$ cat src/sv/three_voice_tone_sequencer_macros.svh
// assertion macros shared by the sequencer modules
`ifndef THREE_VOICE_TONE_SEQUENCER_MACROS_SVH
`define THREE_VOICE_TONE_SEQUENCER_MACROS_SVH

// same-cycle implication under synchronous reset
`define TVS_ASSERT_NOW(lbl, clk, rst_n, ante, cons, msg) \
    lbl: assert property (@(posedge clk) disable iff (!rst_n) (ante) |-> (cons)) \
        else $error(msg);

// next-cycle implication under synchronous reset
`define TVS_ASSERT_NEXT(lbl, clk, rst_n, ante, cons, msg) \
    lbl: assert property (@(posedge clk) disable iff (!rst_n) (ante) |=> (cons)) \
        else $error(msg);

`endif

$ cat src/sv/tvs_pkg.sv
// shared types and constants of the tone sequencer
`default_nettype none
package tvs_pkg;

    // input action codes
    localparam logic [1:0] ACT_LOAD  = 2'd0;
    localparam logic [1:0] ACT_START = 2'd1;
    localparam logic [1:0] ACT_TICK  = 2'd2;
    localparam logic [1:0] ACT_NONE  = 2'd3;

    // store layout
    localparam logic [15:0] SONG_TABLE = 16'h01E0;
    localparam logic [15:0] NOTE_TABLE = 16'h0200;
    localparam logic [7:0]  END_MARK   = 8'hFF;

    // store read address source
    typedef enum logic [2:0] {
        RD_TAB_LO  = 3'd0,
        RD_TAB_HI  = 3'd1,
        RD_PTR     = 3'd2,
        RD_PTR1    = 3'd3,
        RD_NOTE_LO = 3'd4,
        RD_NOTE_HI = 3'd5
    } t_rdsel;

    // result kind selected for the output register
    typedef enum logic [3:0] {
        EM_MIX_START = 4'd0,
        EM_VOL_ZERO  = 4'd1,
        EM_TONE_LO   = 4'd2,
        EM_TONE_HI   = 4'd3,
        EM_VOL_FLAG  = 4'd4,
        EM_END       = 4'd5,
        EM_MIX_TICK  = 4'd6,
        EM_SWEEP     = 4'd7,
        EM_VOL_OUT   = 4'd8
    } t_emit;

    // controller to datapath
    typedef struct packed {
        logic       take;
        logic       rd_en;
        t_rdsel     rd_sel;
        logic       ptr_lo;
        logic       ptr_hi;
        logic       cap_note;
        logic       cap_dbyte;
        logic       emit;
        t_emit      em_sel;
        logic       last;
        logic [1:0] voice;
        logic       dur_dec;
    } t_cmd;

    // datapath to controller
    typedef struct packed {
        logic go;
        logic note_end;
        logic dur_zero;
        logic sweep_zero;
    } t_sts;

endpackage
`default_nettype wire

$ cat src/sv/tvs_controller.sv
// sequencing state machine of the tone sequencer
`default_nettype none
`include "three_voice_tone_sequencer_macros.svh"
module tvs_controller (
    input  wire logic          i_clk,
    input  wire logic          i_rst_n,
    input  wire logic          i_valid,
    input  wire logic [1:0]    i_action,
    output logic               o_ready,
    input  wire tvs_pkg::t_sts i_sts,
    output tvs_pkg::t_cmd      o_cmd
);
    typedef enum logic [16:0] {
        ST_IDLE  = 17'h00001,
        ST_SMIX  = 17'h00002,
        ST_STLO  = 17'h00004,
        ST_STHI  = 17'h00008,
        ST_STSET = 17'h00010,
        ST_LNOTE = 17'h00020,
        ST_LCHK  = 17'h00040,
        ST_LVZ   = 17'h00080,
        ST_LTLO  = 17'h00100,
        ST_LTHI  = 17'h00200,
        ST_LVF   = 17'h00400,
        ST_LEND  = 17'h00800,
        ST_TCHK  = 17'h01000,
        ST_TMIX  = 17'h02000,
        ST_TSWP  = 17'h04000,
        ST_TDUR  = 17'h08000,
        ST_TVOL  = 17'h10000
    } t_state;

    t_state     r_state, n_state;
    logic [1:0] r_voice, n_voice;
    logic       r_tick, n_tick;

    always_ff @(posedge i_clk) begin
        if (!i_rst_n) begin
            r_state <= ST_IDLE;
            r_voice <= '0;
            r_tick  <= 1'b0;
        end else begin
            r_state <= n_state;
            r_voice <= n_voice;
            r_tick  <= n_tick;
        end
    end

    assign o_ready = (r_state == ST_IDLE);

    // next state and datapath commands
    always_comb begin
        n_state = r_state;
        n_voice = r_voice;
        n_tick  = r_tick;
        o_cmd   = '0;
        o_cmd.rd_sel = tvs_pkg::RD_PTR;
        o_cmd.em_sel = tvs_pkg::EM_MIX_START;
        o_cmd.voice  = r_voice;
        unique case (r_state)
            ST_IDLE: begin
                o_cmd.take = i_valid;
                if (i_valid && i_action == tvs_pkg::ACT_START) begin
                    n_state = ST_SMIX;
                    n_tick  = 1'b0;
                end else if (i_valid && i_action == tvs_pkg::ACT_TICK) begin
                    n_state = ST_TCHK;
                    n_tick  = 1'b1;
                    n_voice = 2'd0;
                end
            end
            ST_SMIX: begin
                o_cmd.emit = 1'b1;
                if (i_sts.go) n_state = ST_STLO;
            end
            ST_STLO: begin
                o_cmd.rd_en  = 1'b1;
                o_cmd.rd_sel = tvs_pkg::RD_TAB_LO;
                n_state = ST_STHI;
            end
            ST_STHI: begin
                o_cmd.rd_en  = 1'b1;
                o_cmd.rd_sel = tvs_pkg::RD_TAB_HI;
                o_cmd.ptr_lo = 1'b1;
                n_state = ST_STSET;
            end
            ST_STSET: begin
                o_cmd.ptr_hi = 1'b1;
                n_voice = 2'd0;
                n_state = ST_LNOTE;
            end
            ST_LNOTE: begin
                o_cmd.rd_en = 1'b1;
                n_state = ST_LCHK;
            end
            ST_LCHK: begin
                if (i_sts.note_end) begin
                    n_state = ST_LEND;
                end else begin
                    o_cmd.cap_note = 1'b1;
                    o_cmd.rd_en    = 1'b1;
                    o_cmd.rd_sel   = tvs_pkg::RD_PTR1;
                    n_state = ST_LVZ;
                end
            end
            ST_LVZ: begin
                o_cmd.cap_dbyte = 1'b1;
                o_cmd.emit      = 1'b1;
                o_cmd.em_sel    = tvs_pkg::EM_VOL_ZERO;
                o_cmd.rd_sel    = tvs_pkg::RD_NOTE_LO;
                o_cmd.rd_en     = i_sts.go;
                if (i_sts.go) n_state = ST_LTLO;
            end
            ST_LTLO: begin
                o_cmd.emit   = 1'b1;
                o_cmd.em_sel = tvs_pkg::EM_TONE_LO;
                o_cmd.rd_sel = tvs_pkg::RD_NOTE_HI;
                o_cmd.rd_en  = i_sts.go;
                if (i_sts.go) n_state = ST_LTHI;
            end
            ST_LTHI: begin
                o_cmd.emit   = 1'b1;
                o_cmd.em_sel = tvs_pkg::EM_TONE_HI;
                if (i_sts.go) n_state = ST_LVF;
            end
            ST_LVF: begin
                o_cmd.emit   = 1'b1;
                o_cmd.em_sel = tvs_pkg::EM_VOL_FLAG;
                o_cmd.last   = !r_tick && r_voice == 2'd2;
                if (i_sts.go) begin
                    if (r_voice == 2'd2) begin
                        n_state = r_tick ? ST_TMIX : ST_IDLE;
                    end else begin
                        n_voice = r_voice + 2'd1;
                        n_state = r_tick ? ST_TCHK : ST_LNOTE;
                    end
                end
            end
            ST_LEND: begin
                o_cmd.emit   = 1'b1;
                o_cmd.em_sel = tvs_pkg::EM_END;
                o_cmd.last   = 1'b1;
                if (i_sts.go) n_state = ST_IDLE;
            end
            ST_TCHK: begin
                if (i_sts.dur_zero) begin
                    n_state = ST_LNOTE;
                end else if (r_voice == 2'd2) begin
                    n_state = ST_TMIX;
                end else begin
                    n_voice = r_voice + 2'd1;
                end
            end
            ST_TMIX: begin
                o_cmd.emit   = 1'b1;
                o_cmd.em_sel = tvs_pkg::EM_MIX_TICK;
                if (i_sts.go) n_state = ST_TSWP;
            end
            ST_TSWP: begin
                o_cmd.emit   = 1'b1;
                o_cmd.em_sel = tvs_pkg::EM_SWEEP;
                if (i_sts.go && i_sts.sweep_zero) n_state = ST_TDUR;
            end
            ST_TDUR: begin
                o_cmd.dur_dec = 1'b1;
                n_voice = 2'd0;
                n_state = ST_TVOL;
            end
            ST_TVOL: begin
                o_cmd.emit   = 1'b1;
                o_cmd.em_sel = tvs_pkg::EM_VOL_OUT;
                o_cmd.last   = (r_voice == 2'd2);
                if (i_sts.go) begin
                    if (r_voice == 2'd2) begin
                        n_state = ST_IDLE;
                    end else begin
                        n_voice = r_voice + 2'd1;
                    end
                end
            end
            default: n_state = ST_IDLE;
        endcase
    end

    `TVS_ASSERT_NOW(a_idle_quiet, i_clk, i_rst_n, r_state == ST_IDLE, !o_cmd.emit && !o_cmd.rd_en, "idle controller active")
    `TVS_ASSERT_NEXT(a_last_idle, i_clk, i_rst_n, o_cmd.emit && o_cmd.last && i_sts.go, r_state == ST_IDLE, "item did not end on last result")
    `TVS_ASSERT_NOW(a_voice_range, i_clk, i_rst_n, 1'b1, r_voice != 2'd3, "voice index out of range")

endmodule
`default_nettype wire

$ cat config.mk
export PLATFORM = sky130hd
export DESIGN_NAME = tvs_controller
export DESIGN_NICKNAME = d
export VERILOG_FILES = /design/src/sv/tvs_pkg.sv /design/src/sv/tvs_controller.sv
export VERILOG_INCLUDE_DIRS = /design/src /design/src/sv
export SDC_FILE = /design/constraint.sdc
export NUM_CORES = 1
export LEC_CHECK = 0
export BUFFER_PORTS_ARGS = -buffer_cell sky130_fd_sc_hd__buf_2
export CAP_MARGIN = 20
export CORE_UTILIZATION = 35
export CTS_CLUSTER_DIAMETER = 40
export DETAILED_ROUTE_END_ITERATION = 6
export GPL_ROUTABILITY_DRIVEN = 1
export GPL_TIMING_DRIVEN = 0
export SYNTH_ARGS = -nofsm -noshare
export SYNTH_HDL_FRONTEND = slang
export SYNTH_SLANG_ARGS = --single-unit
$ cat constraint.sdc
create_clock -name i_clk -period 2.7 [get_ports i_clk]
set_input_delay 0.54 -clock i_clk [delete_from_list [all_inputs] [get_ports i_clk]]
set_output_delay 0.54 -clock i_clk [all_outputs]
set_load 0.01 [all_outputs]
# --- After elaboration in Yosys (flattened, before gate mapping) ---
# Index checks and enable logic that the tools add are counted.
totals:
  regBits: 20
  latch_bits: 0
  ramBits: 0
  romBits: 0
  in_bits: 9
  elab_cells: 95
  n_memories: 0
op_classes:
  n_addsub: 1
  n_mul: 0
  n_div: 0
  magnitude_cmp: 0
  n_eq_ne: 36
  n_shift: 0
  mux: 40
  bitwise: 0
  reduce_logical: 15
ops:
  columns: ["operator", "count"]
  rows:
  - ["$pmux W17 S17", 1]
  - ["$mux W17", 14]
  - ["$pmux W4 S8", 1]
  - ["$mux W14", 2]
  - ["$ne A2 B2 Y1 const B", 12]
  - ["$eq A17 B1 Y1 const B", 1]
  - ["$eq A17 B10 Y1 const B", 1]
  - ["$eq A17 B11 Y1 const B", 1]
  - ["$eq A17 B12 Y1 const B", 1]
  - ["$eq A17 B13 Y1 const B", 1]
  - ["$eq A17 B14 Y1 const B", 1]
  - ["$eq A17 B15 Y1 const B", 1]
  - ["$eq A17 B16 Y1 const B", 1]
  - ["$eq A17 B17 Y1 const B", 1]
  - ["$eq A17 B2 Y1 const B", 1]
  - ["$eq A17 B3 Y1 const B", 1]
  - ["$eq A17 B4 Y1 const B", 1]
  - ["$eq A17 B5 Y1 const B", 1]
  - ["$eq A17 B6 Y1 const B", 1]
  - ["$eq A17 B7 Y1 const B", 1]
  - ["$eq A17 B8 Y1 const B", 1]
  - ["$eq A17 B9 Y1 const B", 1]
  - ["$pmux W3 S5", 1]
  - ["$mux W13", 1]
  - ["22 further kinds", 43]

# --- Longest topological paths before layout ---
# Gate-level depths: netlist of run 1.
depth:
  ltp_word: 5
  mapped_depth: 9
  ltp_nobuf: 7

# --- Worst setup path after synthesis of run 1 ---
# No wires, ideal clock.
synth_path:
  path_type: "reg2out"
  from: "register r_state[0]"
  to: "output port o_cmd[16] (netlist bit)"
  arrival_ps: 2364
  slack_ps: -204
  path_stages_with_launch: 9
  cell_sequence: "dfxtp_1 -> buf_6 -> or4_4 -> buf_6 -> nor2_1 -> nand2_1 -> nor4b_1 -> nand2b_1 -> a211o_1"
synth_lines:
  columns: ["item", "line_no", "source"]
  rows:
  - ["start: declaration", "tvs_controller.sv:33", "t_state r_state, n_state;"]
  - ["start signal: assignment", "tvs_controller.sv:43", "r_state <= n_state;"]
  - ["end: declaration", "tvs_controller.sv:11", "output tvs_pkg::t_cmd o_cmd"]

==> impl_metrics.prom, run 1 <==
# TYPE chip_impl_metric gauge
chip_impl_metric{name="die_outline_width",unit="um"} 74.37
chip_impl_metric{name="worst_r2r_path_depth",unit=""} 10
chip_impl_metric{name="synth_nets",unit=""} 244
chip_impl_metric{name="synth_warnings",unit=""} 0
chip_impl_metric{name="diodes_inserted",unit=""} 0
chip_impl_info{name="run_status",value="finished, violations left"} 1
chip_impl_metric{name="clkSinkCount",unit=""} 20
chip_impl_metric{name="worst_slack",unit="ns"} -0.03276
chip_impl_metric{name="worst-path-buf-inv",unit=""} 2
chip_impl_metric{name="placement.setup.worst_slack",unit="ns"} -0.1582
chip_impl_metric{name="peakVddDrop",unit="uV"} 362.2
chip_impl_metric{name="worst_slew_margin_rel",unit=""} 0.6285
chip_impl_metric{name="synth_area",unit="mm2"} 0.001833
chip_impl_metric{name="post-route-period-util",unit=""} 1.012
chip_impl_metric{name="critical_path_required",unit="ns"} 2.16
chip_impl_metric{name="setup_violations",unit=""} 5
chip_impl_metric{name="clkSlewWorstSetupHoldPaths",unit="ns"} 0.08
chip_impl_metric{name="clkLatencyLatePin",unit="ns"} 0.27
chip_impl_info{name="unrepaired_setup_endpoints_after_global_routing",value="yes"} 1
chip_impl_metric{name="timing.max_cap.violations",unit=""} 0
chip_impl_metric{name="worst_path_largest_cell_delay",unit="ns"} 0.54
chip_impl_info{name="min_path_type",value="in -> reg"} 1
chip_impl_metric{name="synth_area_per_cell",unit="um2"} 7.833
chip_impl_metric{name="cts_max_level",unit=""} 1
chip_impl_metric{name="min_period",unit="ns"} 2.733
chip_impl_metric{name="wirelength",unit="um"} 6602
chip_impl_metric{name="max_freq",unit="MHz"} 365.9
chip_impl_metric{name="vias_in_the_first_global_route",unit=""} 1970
chip_impl_info{name="timing.hold.worst_endpoint",value="r_state[11]$_SDFFE_PN0P_"} 1
chip_impl_info{name="critical_path.slowest_cell",value="sky130_fd_sc_hd__or4_4"} 1
chip_impl_info{name="worstSetupStartpointType",value="flop"} 1
chip_impl_metric{name="post_syn_instances",unit=""} 234
chip_impl_metric{name="numCtsBuffers",unit=""} 3
chip_impl_metric{name="grt_max_degree",unit=""} 13
chip_impl_metric{name="dp_hpwl",unit="um"} 4361
chip_impl_metric{name="min_delay_path_depth",unit=""} 3
chip_impl_metric{name="gr-usage-all-layers",unit=""} 0.2473
chip_impl_metric{name="routed_len_inst",unit="um"} 18.39
chip_impl_metric{name="number_of_hold_violations_in_the_final_report",unit=""} 0
chip_impl_info{name="postSynth.topFlopCell",value="sky130_fd_sc_hd__dfxtp_1"} 1
chip_impl_metric{name="finalNetCount",unit=""} 303
chip_impl_info{name="most_common_library_cell_in_the_layout_ignoring_fill_and_taps",value="sky130_fd_sc_hd__buf_4"} 1
chip_impl_metric{name="p_leak",unit="nW"} 1.162
chip_impl_metric{name="critical_path.max_fanout",unit=""} 6
chip_impl_info{name="setup.worst_path.class",value="reg -> out"} 1
chip_impl_info{name="r2r_end",value="r_state[13]$_SDFFE_PN0P_"} 1
chip_impl_metric{name="final_layout_size_suffix_gt1_frac",unit=""} 0.4075
chip_impl_metric{name="synth.lib_cells_used.distinct",unit=""} 55
chip_impl_metric{name="core_area",unit="mm2"} 0.004880
chip_impl_metric{name="grt_remaining_overflow",unit=""} 0
chip_impl_metric{name="ys_ff_latch",unit=""} 20
chip_impl_metric{name="synth-seq-area-share",unit=""} 0.2184
chip_impl_info{name="setup.worst_path.end_class",value="primary output"} 1
chip_impl_metric{name="timing.setup.tns",unit="ns"} -0.1214
chip_impl_metric{name="detail-route-antenna-nets",unit=""} 0
chip_impl_metric{name="power_density",unit="mW/mm2"} 689.9
chip_impl_metric{name="finalClockSkew",unit="ns"} 0.008670
chip_impl_metric{name="area_delta_synth_final",unit="%"} 44.91
chip_impl_metric{name="finalWeightedCongestion",unit=""} 0.9136
chip_impl_metric{name="die_area",unit="mm2"} 0.005531
chip_impl_metric{name="grt_pass1_wl",unit="um"} 10250
chip_impl_metric{name="drc_viols",unit=""} 0
chip_impl_metric{name="antenna_found_initial",unit=""} 0
chip_impl_metric{name="detailedRoute.firstIterationViolations",unit=""} 195
chip_impl_metric{name="clock_tree.buffer_depth",unit=""} 2
chip_impl_metric{name="ff2ff_setup_slack",unit="ns"} 0.11
chip_impl_info{name="tritoncts",value="done"} 1
chip_impl_metric{name="final_report_max_slew_violation_count",unit=""} 0
chip_impl_metric{name="synth_enable_flop_cells",unit=""} 0
chip_impl_metric{name="critical_path_arrival",unit="ns"} 2.19
chip_impl_metric{name="hold_buffers",unit=""} 0
chip_impl_metric{name="drtPass1Iterations",unit=""} 5
chip_impl_metric{name="ys_async_sr_fraction",unit=""} 0
chip_impl_metric{name="floorplan.io_pins",unit=""} 28
chip_impl_metric{name="worst_margin_pin_slew",unit="ns"} 0.5573
chip_impl_metric{name="avgViaCountPerCell",unit=""} 6.223
chip_impl_metric{name="start_util",unit=""} 0.3756
chip_impl_info{name="min_from",value="i_sts[2]"} 1
chip_impl_metric{name="chipHeight",unit="um"} 74.37
chip_impl_metric{name="port_buffers",unit=""} 26
chip_impl_info{name="cp_cell_sequence",value="or4_4 -> buf_12 -> nor2_4 -> nand2_2 -> nor4b_4 -> nand2b_4 -> a211o_1 -> buf_2"} 1
chip_impl_info{name="worst_reg2reg_startpoint",value="r_state[15]$_SDFFE_PN0P_"} 1
chip_impl_info{name="cts.root.buffer_cell",value="sky130_fd_sc_hd__clkbuf_8"} 1
chip_impl_info{name="violations",value="negative setup slack"} 1
chip_impl_info{name="mostFrequentLayoutCells",value="32 x sky130_fd_sc_hd__buf_4, 25 x sky130_fd_sc_hd__buf_2, 15 x sky130_fd_sc_hd__nor2_1"} 1
chip_impl_metric{name="via_count",unit=""} 2234
chip_impl_metric{name="std_cell_rows",unit=""} 25
chip_impl_info{name="cpLargestDelayFamily",value="simple AND/OR/NAND/NOR gates"} 1
==> layer usage <==
layer | vias to the layer above | GRT usage | share of wire
met3 | 21 | 0.03117 | 0.066
li1 | 1026 | - | -
met4 | 0 | 0.08386 | 0.023
met5 | - | 0 | 0
met1 | 1089 | 0.3489 | 0.43
met2 | 98 | 0.3874 | 0.48
==> cells by family after synthesis <==
kind of cell / share of synthesized area
AND/OR/NAND/NOR: 0.4273
buffers and inverters: 0.08737
flip-flops: 0.2184
adder cells (fa/ha/maj): 0.006825
XOR/XNOR: 0.03822
AO/OA/AOI/OAI: 0.2218
==> registers in the layout, indices dropped and copies added, names as in the netlist <==
register	count
r_state	17
r_voice	2
r_tick	1
==> through the flow <==
step	utilization	power (mW)	hold WS [ns]	cells	area, um2
2_1_floorplan	-	0.9922	0.4916	234	1848
3_3_place_gp	0.4226	1.181	0.5144	327	2062
3_5_place_dp	0.4226	1.187	0.5215	327	2062
4_1_cts	0.5005	1.658	0.5012	343	2442
5_1_grt	0.5444	1.945	0.5244	359	2656
6_report	0.5444	1.832	0.5053	359	2656
==> worst min-delay path, stage by stage <==
cell and delay [ns]:
sky130_fd_sc_hd__buf_2 0.08, sky130_fd_sc_hd__nand3_1 0.05, sky130_fd_sc_hd__o21ai_1 0.07
==> worst max path at each step <==
stage,startpoint,endpoint,slack (ns),cells after the start
6_report,r_state[1]$_SDFFE_PN0P_,o_cmd[16],-0.03,8
2_1_floorplan,r_state[0]$_SDFFE_PN1P_,o_cmd[16],0.05,8
3_3_place_gp,r_state[13]$_SDFFE_PN0P_,o_cmd[16],-0.14,8
5_1_grt,r_state[1]$_SDFFE_PN0P_,o_cmd[16],-0.16,8
3_5_place_dp,r_state[2]$_SDFFE_PN0P_,o_cmd[16],-0.16,9
4_1_cts,r_state[2]$_SDFFE_PN0P_,o_cmd[16],-0.02,8
==> area by class of cell <==
class | count | area (um2)
plain buffers | 15 | 126.4
clock buffers | 3 | 41.29
clock inverters | 1 | 30.03
fillers | 468 | 2223
inverters | 8 | 30.03
multi-input cells | 184 | 1461
flip-flops and latches | 20 | 424.2
well taps | 67 | 83.83
repair buffers | 61 | 459.2
==> repair_timing <==
item,CTS,global route
endpoints found under the setup margin,21,30
gates cloned,0,0
gates resized for setup,47,16
hold endpoints to repair,0,0
pin swaps,16,14
buffers inserted,19,17
==> cells in the mapped netlist (5+ instances only) <==
library cell               number  share of area
sky130_fd_sc_hd__nand4_1        8          0.027
sky130_fd_sc_hd__nand3_1       12          0.033
sky130_fd_sc_hd__inv_1          8          0.016
sky130_fd_sc_hd__nor3_1        14          0.038
sky130_fd_sc_hd__clkbuf_1      11          0.023
sky130_fd_sc_hd__nor2_1        19          0.039
sky130_fd_sc_hd__nand2_1       13          0.027
sky130_fd_sc_hd__buf_6          5          0.031
sky130_fd_sc_hd__buf_2          5          0.014
sky130_fd_sc_hd__a21oi_1        9          0.025
sky130_fd_sc_hd__nor4_1        11          0.038
sky130_fd_sc_hd__o31ai_1        6          0.025
sky130_fd_sc_hd__dfxtp_1       20           0.22
sky130_fd_sc_hd__and4_1         5          0.024
sky130_fd_sc_hd__or4_1          6          0.025
==> report_power, final <==
part	switching, mW	internal [mW]
Sequential	0.0318	0.319
Combinational	0.635	0.536
Clock	0.112	0.198
Total	0.779	1.05
Power figures use the tool's default switching activity.
==> inputs of run 2 (changes only) <==
==> constraint.sdc (replaced) <==
create_clock -name i_clk -period 2.7 [get_ports i_clk]
set_input_delay 0.135 -clock i_clk [delete_from_list [all_inputs] [get_ports i_clk]]
set_output_delay 0.135 -clock i_clk [all_outputs]
set_load 0.01 [all_outputs]
==> run 2 against run 1 <==
  * Clock power shrank 23%
  * Largest cell class unchanged
  * Utilization shrank 8.4 points
  * Critical path depth grew 1
  * The run now ends clean
  * Maximum frequency grew 3.6%
  * Non-clock buffer count shrank 20
==> impl_metrics.prom, run 2 (same netlist as run 1, synthesis figures left out) <==
# TYPE chip_impl_metric gauge
chip_impl_info{name="run_status",value="complete, no violations"} 1
chip_impl_metric{name="critical_path_arrival",unit="ns"} 2.80
chip_impl_metric{name="drc_viols",unit=""} 0
chip_impl_metric{name="clkLatencyLatePin",unit="ns"} 0.27
chip_impl_metric{name="p_total",unit="mW"} 1.489
chip_impl_metric{name="post_layout_utilization_of_the_core",unit=""} 0.4608
chip_impl_metric{name="post-route-period-util",unit=""} 0.9774
chip_impl_metric{name="antenna_found_initial",unit=""} 0
chip_impl_metric{name="power_density",unit="mW/mm2"} 662.3
chip_impl_metric{name="wirelength",unit="um"} 5838
chip_impl_info{name="r2r_end",value="r_state[0]$_SDFFE_PN1P_"} 1
chip_impl_info{name="cts.root.buffer_cell",value="sky130_fd_sc_hd__clkbuf_8"} 1
chip_impl_metric{name="clkSlewWorstSetupHoldPaths",unit="ns"} 0.08
chip_impl_metric{name="hold_buffers",unit=""} 0
chip_impl_metric{name="finalClockSkew",unit="ns"} 0.002950
chip_impl_metric{name="chipHeight",unit="um"} 74.37
chip_impl_metric{name="worst_r2r_path_depth",unit=""} 9
chip_impl_metric{name="floorplan.io_pins",unit=""} 28
chip_impl_metric{name="finalNetCount",unit=""} 283
chip_impl_metric{name="start_util",unit=""} 0.3756
chip_impl_metric{name="setup_violations",unit=""} 0
chip_impl_info{name="min_path_type",value="in -> reg"} 1
chip_impl_info{name="worstSetupStartpointType",value="flop"} 1
chip_impl_info{name="setup.worst_path.class",value="reg -> reg"} 1
chip_impl_metric{name="std_cell_rows",unit=""} 25
chip_impl_metric{name="placement.setup.worst_slack",unit="ns"} 0.005168
chip_impl_metric{name="timing.max_cap.violations",unit=""} 0
chip_impl_metric{name="min_delay_path_depth",unit=""} 3
chip_impl_info{name="biggestRegsByFlops",value="r_state: 17 flops, r_voice: 2 flops, r_tick: 1 flops"} 1
chip_impl_info{name="min_from",value="i_sts[2]"} 1
chip_impl_metric{name="placed_cells_incl_taps",unit=""} 327
chip_impl_metric{name="layout.filler_cells",unit=""} 503
chip_impl_metric{name="peakVddDrop",unit="uV"} 354.6
chip_impl_metric{name="ff2ff_setup_slack",unit="ns"} 0.06
chip_impl_metric{name="die_outline_width",unit="um"} 74.37
chip_impl_metric{name="diodes_inserted",unit=""} 0
chip_impl_metric{name="detail-route-antenna-nets",unit=""} 0
chip_impl_info{name="tritoncts",value="done"} 1
chip_impl_metric{name="drtPass1Iterations",unit=""} 4
chip_impl_metric{name="cts_max_level",unit=""} 1
chip_impl_metric{name="grt_pass1_wl",unit="um"} 9135
chip_impl_metric{name="via_count",unit=""} 2031
chip_impl_metric{name="min_period",unit="ns"} 2.639
chip_impl_metric{name="p_leak",unit="nW"} 0.9748
chip_impl_info{name="worst_reg2reg_startpoint",value="r_state[14]$_SDFFE_PN0P_"} 1
chip_impl_metric{name="clock_tree.buffer_depth",unit=""} 2
chip_impl_metric{name="worst_slew_margin_rel",unit=""} 0.5593
chip_impl_metric{name="final-seq-area",unit="um2"} 400.4
chip_impl_metric{name="multiInputGateArea",unit="mm2"} 0.001326
chip_impl_info{name="setup.worst_path.end_class",value="flop"} 1
chip_impl_metric{name="area_delta_synth_final",unit="%"} 22.66
chip_impl_metric{name="worst_margin_pin_slew",unit="ns"} 0.6550
chip_impl_metric{name="dp_hpwl",unit="um"} 4296
chip_impl_metric{name="vias_in_the_first_global_route",unit=""} 1863
chip_impl_metric{name="core_area",unit="mm2"} 0.004880
chip_impl_metric{name="max_freq",unit="MHz"} 378.9
chip_impl_metric{name="port_buffers",unit=""} 26
chip_impl_metric{name="number_of_hold_violations_in_the_final_report",unit=""} 0
chip_impl_metric{name="avgViaCountPerCell",unit=""} 5.991
chip_impl_metric{name="final_layout_size_suffix_gt1_frac",unit=""} 0.2610
chip_impl_info{name="most_common_library_cell_in_the_layout_ignoring_fill_and_taps",value="sky130_fd_sc_hd__buf_2"} 1
chip_impl_metric{name="critical_path_required",unit="ns"} 2.86
chip_impl_metric{name="grt_max_degree",unit=""} 12
chip_impl_metric{name="die_area",unit="mm2"} 0.005531
chip_impl_metric{name="largest_reg_flops",unit=""} 17
chip_impl_metric{name="critical_path.max_fanout",unit=""} 10
chip_impl_metric{name="numCtsBuffers",unit=""} 3
chip_impl_info{name="timing.hold.worst_endpoint",value="r_state[11]$_SDFFE_PN0P_"} 1
chip_impl_metric{name="final-instance-count-excl-fill",unit=""} 339
chip_impl_metric{name="detailed_place.area",unit="mm2"} 0.002047
chip_impl_metric{name="final_design_area_no_fill",unit="mm2"} 0.002248
chip_impl_metric{name="timing.setup.tns",unit="ns"} 0
chip_impl_metric{name="grt_remaining_overflow",unit=""} 0
chip_impl_metric{name="detailedRoute.firstIterationViolations",unit=""} 179
chip_impl_metric{name="worst_slack",unit="ns"} 0.06112
chip_impl_metric{name="clkSinkCount",unit=""} 20
chip_impl_metric{name="finalWeightedCongestion",unit=""} 0.8931
chip_impl_metric{name="final_report_max_slew_violation_count",unit=""} 0
chip_impl_info{name="mostFrequentLayoutCells",value="31 x sky130_fd_sc_hd__buf_2, 20 x sky130_fd_sc_hd__dfxtp_1, 17 x sky130_fd_sc_hd__nor2_1"} 1
chip_impl_metric{name="gr-usage-all-layers",unit=""} 0.2206
chip_impl_metric{name="holdWs",unit="ns"} 0.09624
chip_impl_metric{name="routed_len_inst",unit="um"} 17.22
chip_impl_info{name="register_containing_the_most_flip_flops_in_the_final_layout",value="r_state"} 1
run 2: routing by layer:
layer / GRT usage / routed length [um] / vias up
met1: 0.3009 / 2607 / 942
li1: - / - / 986
met3: 0.02439 / 404 / 15
met5: 0 / 0 / -
met4: 0.1132 / 167 / 0
met2: 0.3423 / 2658 / 88
run 2: layout make-up:
type                    count  area share
flip-flops and latches     20      0.1781
multi-input cells         184      0.5899
plain buffers              20     0.05454
inverters                   8     0.01336
repair buffers             36      0.1024
clock buffers               4     0.02449
well taps                  67     0.03728
run 2: worst max-delay path: stages, from the launching register on:
cell and delay [ns]:
sky130_fd_sc_hd__dfxtp_1 0.31, sky130_fd_sc_hd__buf_6 0.14, sky130_fd_sc_hd__or4_4 0.48, sky130_fd_sc_hd__buf_6 0.15
sky130_fd_sc_hd__nor2_1 0.32, sky130_fd_sc_hd__nand4_1 0.31, sky130_fd_sc_hd__buf_4 0.23, sky130_fd_sc_hd__buf_4 0.12
sky130_fd_sc_hd__a41o_1 0.18, sky130_fd_sc_hd__a211o_1 0.29
run 2: worst max-delay path by stage:
stage / depth (start not counted) / to / start
after floorplan: 8 / o_cmd[16] / r_state[0]$_SDFFE_PN1P_
after global placement: 7 / r_state[0]$_SDFFE_PN1P_ / r_state[7]$_SDFFE_PN0P_
after detailed placement: 7 / r_state[0]$_SDFFE_PN1P_ / r_state[7]$_SDFFE_PN0P_
after CTS: 9 / r_state[0]$_SDFFE_PN1P_ / r_state[2]$_SDFFE_PN0P_
after global routing: 11 / r_state[8]$_SDFFE_PN0P_ / r_state[7]$_SDFFE_PN0P_
final: 9 / r_state[0]$_SDFFE_PN1P_ / r_state[14]$_SDFFE_PN0P_
run 2: timing repair:
item	4_1_cts	5_1_grt
buffers inserted	2	8
endpoints found under the setup margin	5	26
endpoints found under the hold margin	0	0
cloned	0	0
pin swaps	1	6
resized for setup	5	4
run 2: power by group:
group          switching, mW  internal, mW  total, mW
combinational          0.546         0.369      0.916
sequential            0.0171         0.317      0.334
clock                  0.108         0.130      0.239
==> inputs of run 3 (changes only) <==
--- a/config.mk
+++ b/config.mk
@@ -6,6 +6,7 @@
 export SDC_FILE = /design/constraint.sdc
 export NUM_CORES = 1
 export LEC_CHECK = 0
+export ABC_AREA = 1
 export BUFFER_PORTS_ARGS = -buffer_cell sky130_fd_sc_hd__buf_2
 export CAP_MARGIN = 20
 export CORE_UTILIZATION = 35
@@ -13,6 +14,7 @@
 export DETAILED_ROUTE_END_ITERATION = 6
 export GPL_ROUTABILITY_DRIVEN = 1
 export GPL_TIMING_DRIVEN = 0
+export SETUP_SLACK_MARGIN = 0.3
 export SYNTH_ARGS = -nofsm -noshare
 export SYNTH_HDL_FRONTEND = slang
 export SYNTH_SLANG_ARGS = --single-unit
==> run 3 against run 2 <==
  * The flow now finishes with violations (design-rule violations)
  * Total power up 53%
  * Cell count up 4.7%
  * Register-to-register slack better by 0.79 ns
  * Clock skew down 0.0020 ns
  * Critical path depth down 2
  * Die area down 10%
  * Sequential power up 35%
  * Non-clock buffer count down 24
  * First-iteration DRC count down 43%
==> impl_metrics.prom, run 3 <==
# TYPE chip_impl_metric gauge
chip_impl_info{name="run_status",value="finished, violations left"} 1
chip_impl_info{name="violations",value="design-rule violations"} 1
chip_impl_info{name="setup.worst_path.class",value="reg -> out"} 1
chip_impl_metric{name="yosys-mux-area-fraction",unit=""} 0
chip_impl_metric{name="synth_area",unit="mm2"} 0.001642
chip_impl_metric{name="synth_nets",unit=""} 284
chip_impl_metric{name="worst_slack",unit="ns"} 0.7246
chip_impl_info{name="timing.critical_path.from",value="r_state[16]$_SDFFE_PN0P_"} 1
chip_impl_metric{name="clkSinkCount",unit=""} 20
chip_impl_metric{name="peakVddDrop",unit="uV"} 464.2
chip_impl_metric{name="synth_simple_gate_area_frac",unit=""} 0.5671
chip_impl_metric{name="power_frac_seq",unit=""} 0.197
chip_impl_info{name="worst_reg2reg_startpoint",value="r_state[14]$_SDFFE_PN0P_"} 1
chip_impl_metric{name="drtPass1Iterations",unit=""} 6
chip_impl_info{name="unrepaired_setup_endpoints_after_global_routing",value="no"} 1
chip_impl_info{name="most_common_library_cell_in_the_layout_ignoring_fill_and_taps",value="sky130_fd_sc_hd__nand2_1"} 1
chip_impl_info{name="r2r_end",value="r_state[16]$_SDFFE_PN0P_"} 1
chip_impl_metric{name="start_util",unit=""} 0.3694
chip_impl_metric{name="diodes_inserted",unit=""} 0
chip_impl_metric{name="synth-seq-area-share",unit=""} 0.2439
chip_impl_metric{name="critical_path.max_fanout",unit=""} 8
chip_impl_metric{name="numCtsBuffers",unit=""} 3
chip_impl_info{name="register_containing_the_most_flip_flops_in_the_final_layout",value="r_state"} 1
chip_impl_metric{name="wirelength",unit="um"} 4162
chip_impl_metric{name="post_synth_xor_area_fraction",unit=""} 0
chip_impl_metric{name="ff2ff_setup_slack",unit="ns"} 0.85
chip_impl_metric{name="synth_warnings",unit=""} 0
chip_impl_metric{name="grt_pass1_wl",unit="um"} 6893
chip_impl_metric{name="area_delta_synth_final",unit="%"} 14.41
chip_impl_metric{name="power_density",unit="mW/mm2"} 1217
chip_impl_metric{name="final-seq-area",unit="um2"} 400.4
chip_impl_metric{name="max_freq",unit="MHz"} 506.2
chip_impl_metric{name="synth_area_per_cell",unit="um2"} 5.991
chip_impl_metric{name="post_syn_instances",unit=""} 274
chip_impl_metric{name="chipHeight",unit="um"} 70.49
chip_impl_metric{name="core_area",unit="mm2"} 0.004444
chip_impl_info{name="postSynth.topFlopCell",value="sky130_fd_sc_hd__dfxtp_1"} 1
chip_impl_metric{name="die_outline_width",unit="um"} 70.49
chip_impl_metric{name="post_layout_utilization_of_the_core",unit=""} 0.4226
chip_impl_metric{name="multiInputGateArea",unit="mm2"} 0.001007
chip_impl_metric{name="clkSlewWorstSetupHoldPaths",unit="ns"} 0.08
chip_impl_metric{name="drc_viols",unit=""} 9
chip_impl_metric{name="via_count",unit=""} 1677
chip_impl_metric{name="worst_margin_pin_slew",unit="ns"} 0.5373
chip_impl_metric{name="die_area",unit="mm2"} 0.004968
chip_impl_metric{name="worst_r2r_path_depth",unit=""} 13
chip_impl_metric{name="antenna_found_initial",unit=""} 0
chip_impl_metric{name="number_of_hold_violations_in_the_final_report",unit=""} 0
chip_impl_metric{name="synth_compound_area_frac",unit=""} 0.03887
chip_impl_metric{name="detail-route-antenna-nets",unit=""} 0
chip_impl_metric{name="vias_in_the_first_global_route",unit=""} 1499
chip_impl_info{name="synth_commonest_cells",value="62 x sky130_fd_sc_hd__nand2_1, 53 x sky130_fd_sc_hd__nor2_1, 47 x sky130_fd_sc_hd__inv_1"} 1
chip_impl_metric{name="layout.filler_cells",unit=""} 490
chip_impl_info{name="setup.worst_path.end_class",value="primary output"} 1
chip_impl_metric{name="final_layout_size_suffix_gt1_frac",unit=""} 0.2145
chip_impl_metric{name="grt_remaining_overflow",unit=""} 0
chip_impl_metric{name="worst_slew_margin_rel",unit=""} 0.6418
chip_impl_metric{name="post_cts_resize_count",unit=""} 0
chip_impl_info{name="most_frequent_cell_after_synthesis",value="sky130_fd_sc_hd__nand2_1"} 1
chip_impl_metric{name="p_int",unit="mW"} 1.042
chip_impl_metric{name="switching_share",unit=""} 0.5441
chip_impl_metric{name="grt_max_degree",unit=""} 11
chip_impl_metric{name="clock_tree.buffer_depth",unit=""} 2
chip_impl_metric{name="finalNetCount",unit=""} 315
chip_impl_metric{name="placed_cells_incl_taps",unit=""} 352
chip_impl_metric{name="detailed_place.area",unit="mm2"} 0.001837
chip_impl_metric{name="worst_path_largest_cell_delay",unit="ns"} 0.30
chip_impl_info{name="netlist_top_cells_area",value="sky130_fd_sc_hd__dfxtp_1 24%, sky130_fd_sc_hd__nand2_1 14%, sky130_fd_sc_hd__nor2_1 12%"} 1
chip_impl_metric{name="ys_ff_latch",unit=""} 20
chip_impl_info{name="dominant_cell_type_by_count_on_the_critical_path",value="sky130_fd_sc_hd__buf_2"} 1
chip_impl_info{name="tritoncts",value="done"} 1
chip_impl_metric{name="synth.lib_cells_used.distinct",unit=""} 26
chip_impl_metric{name="min_period",unit="ns"} 1.975
chip_impl_metric{name="final-instance-count-excl-fill",unit=""} 355
chip_impl_metric{name="placement.setup.worst_slack",unit="ns"} 0.8534
chip_impl_info{name="worstSetupStartpointType",value="flop"} 1
chip_impl_info{name="critical_path.slowest_cell",value="sky130_fd_sc_hd__dfxtp_1"} 1
chip_impl_metric{name="finalWeightedCongestion",unit=""} 0.8385
chip_impl_info{name="cp_cell_sequence",value="buf_2 -> nor3_1 -> nand3_2 -> nor2_1 -> nand2_1 -> o211ai_1 -> buf_2"} 1
chip_impl_metric{name="share_clk_of_total_power",unit=""} 0.090
chip_impl_metric{name="holdWs",unit="ns"} 0.2581
chip_impl_metric{name="timing.setup.tns",unit="ns"} 0
chip_impl_info{name="synth.largest_area_cell",value="sky130_fd_sc_hd__dfxtp_1"} 1
chip_impl_metric{name="setup_violations",unit=""} 0
chip_impl_info{name="timing.critical_path.to",value="o_cmd[3]"} 1
chip_impl_metric{name="final_design_area_no_fill",unit="mm2"} 0.001878
chip_impl_metric{name="finalClockSkew",unit="ns"} 0.0009243
chip_impl_metric{name="ys_async_sr_fraction",unit=""} 0
chip_impl_metric{name="largest_reg_flops",unit=""} 17
chip_impl_metric{name="floorplan.io_pins",unit=""} 28
chip_impl_metric{name="p_leak",unit="nW"} 1.088
chip_impl_metric{name="hold_buffers",unit=""} 0
chip_impl_info{name="combinational_family_with_the_most_area_after_synthesis",value="simple AND/OR/NAND/NOR gates"} 1
chip_impl_metric{name="avgViaCountPerCell",unit=""} 4.724
chip_impl_metric{name="setup_repair_bufs_after_cts",unit=""} 0
chip_impl_metric{name="std_cell_rows",unit=""} 24
chip_impl_metric{name="gr-usage-all-layers",unit=""} 0.1770
chip_impl_metric{name="dp_hpwl",unit="um"} 3295
chip_impl_metric{name="detailedRoute.firstIterationViolations",unit=""} 102
chip_impl_metric{name="synth_enable_flop_cells",unit=""} 0
chip_impl_metric{name="port_buffers",unit=""} 26
chip_impl_metric{name="routed_len_inst",unit="um"} 11.72
chip_impl_metric{name="p_total",unit="mW"} 2.285
chip_impl_metric{name="netlist.area_leader.share",unit=""} 0.2439
chip_impl_metric{name="total_switching_power",unit="mW"} 1.243
chip_impl_metric{name="cts_max_level",unit=""} 1
chip_impl_info{name="mostFrequentLayoutCells",value="62 x sky130_fd_sc_hd__nand2_1, 53 x sky130_fd_sc_hd__nor2_1, 47 x sky130_fd_sc_hd__inv_1"} 1
chip_impl_info{name="min_path_type",value="in -> reg"} 1
chip_impl_info{name="cts.root.buffer_cell",value="sky130_fd_sc_hd__clkbuf_8"} 1
chip_impl_info{name="biggestRegsByFlops",value="r_state: 17 flops, r_voice: 2 flops, r_tick: 1 flops"} 1
chip_impl_metric{name="final_report_max_slew_violation_count",unit=""} 0
chip_impl_metric{name="pwr-share-comb",unit=""} 0.713
chip_impl_metric{name="timing.max_cap.violations",unit=""} 0
chip_impl_metric{name="post-route-period-util",unit=""} 0.7316
chip_impl_metric{name="critical_path_arrival",unit="ns"} 1.84
chip_impl_metric{name="critical_path_required",unit="ns"} 2.57
chip_impl_metric{name="synth_fa_ha_area_frac",unit=""} 0.007622
chip_impl_metric{name="clkLatencyLatePin",unit="ns"} 0.26
-- run 3: cell types whose count changed after synthesis, moves of 7 or more --
cell / previous run / this run
sky130_fd_sc_hd__nor3_1: 14 / 6
sky130_fd_sc_hd__clkbuf_1: 11 / 2
sky130_fd_sc_hd__nand2_1: 13 / 62
sky130_fd_sc_hd__a21oi_1: 9 / 2
sky130_fd_sc_hd__nand3_1: 12 / 28
sky130_fd_sc_hd__nor2_1: 19 / 53
sky130_fd_sc_hd__inv_1: 8 / 47
sky130_fd_sc_hd__nor4_1: 11 / 0
-- run 3: worst min path at each step --
| stage | slack, ns | from | endpoint | cells after the start |
|---|---|---|---|---|
| final | 0.26 | i_sts[1] | r_state[13]$_SDFFE_PN0P_ | 4 |
| after global routing | 0.28 | i_action[0] | r_tick$_SDFFE_PN0P_ | 4 |
| after CTS | 0.24 | i_sts[1] | r_state[13]$_SDFFE_PN0P_ | 4 |
| after detailed placement | 0.51 | r_state[7]$_SDFFE_PN0P_ | r_state[7]$_SDFFE_PN0P_ | 2 |
| after global placement | 0.51 | r_state[7]$_SDFFE_PN0P_ | r_state[7]$_SDFFE_PN0P_ | 2 |
| after floorplan | 0.33 | i_sts[2] | o_cmd[10] | 1 |
-- run 3: power by group through the flow --
stage / Sequential, mW / Combinational [mW] / Clock [mW]
after floorplan: 0.452 / 1.27 / 0
after global placement: 0.457 / 1.61 / 0
after detailed placement: 0.458 / 1.63 / 0
after CTS: 0.451 / 1.63 / 0.214
after global routing: 0.465 / 1.85 / 0.227
final: 0.451 / 1.63 / 0.205
-- run 3: kinds of logic after synthesis --
kind of cell               after synthesis
buffers and inverters                   56
adders and majority gates                1
DFF                                     20
and+or+nand+nor                        188
AOI/OAI and AO/OA                        9
-- run 3: worst max-delay path: cells and delay by family (launching register included) --
kind / cells / cell delay, ns
AND/OR/NAND/NOR: 4 / 0.81
buffers and inverters: 2 / 0.35
flip-flops: 1 / 0.30
AO/OA/AOI/OAI: 1 / 0.10
-- run 3: metal layers --
metal / GRT usage / share of wire / vias to the layer above
met4: 0.03401 / 0.0099 / 0
met2: 0.2902 / 0.43 / 43
met5: 0 / 0 / -
met3: 0.03608 / 0.055 / 6
li1: - / - / 903
met1: 0.2397 / 0.50 / 725
-- run 3: cell type report --
type / count / share of cell area
multi-input combinational: 198 / 0.5363
sequential: 20 / 0.2132
inverter: 50 / 0.09993
timing repair buffer: 26 / 0.06929
tap: 52 / 0.03464
buffer: 6 / 0.02465
clock buffer: 3 / 0.02199
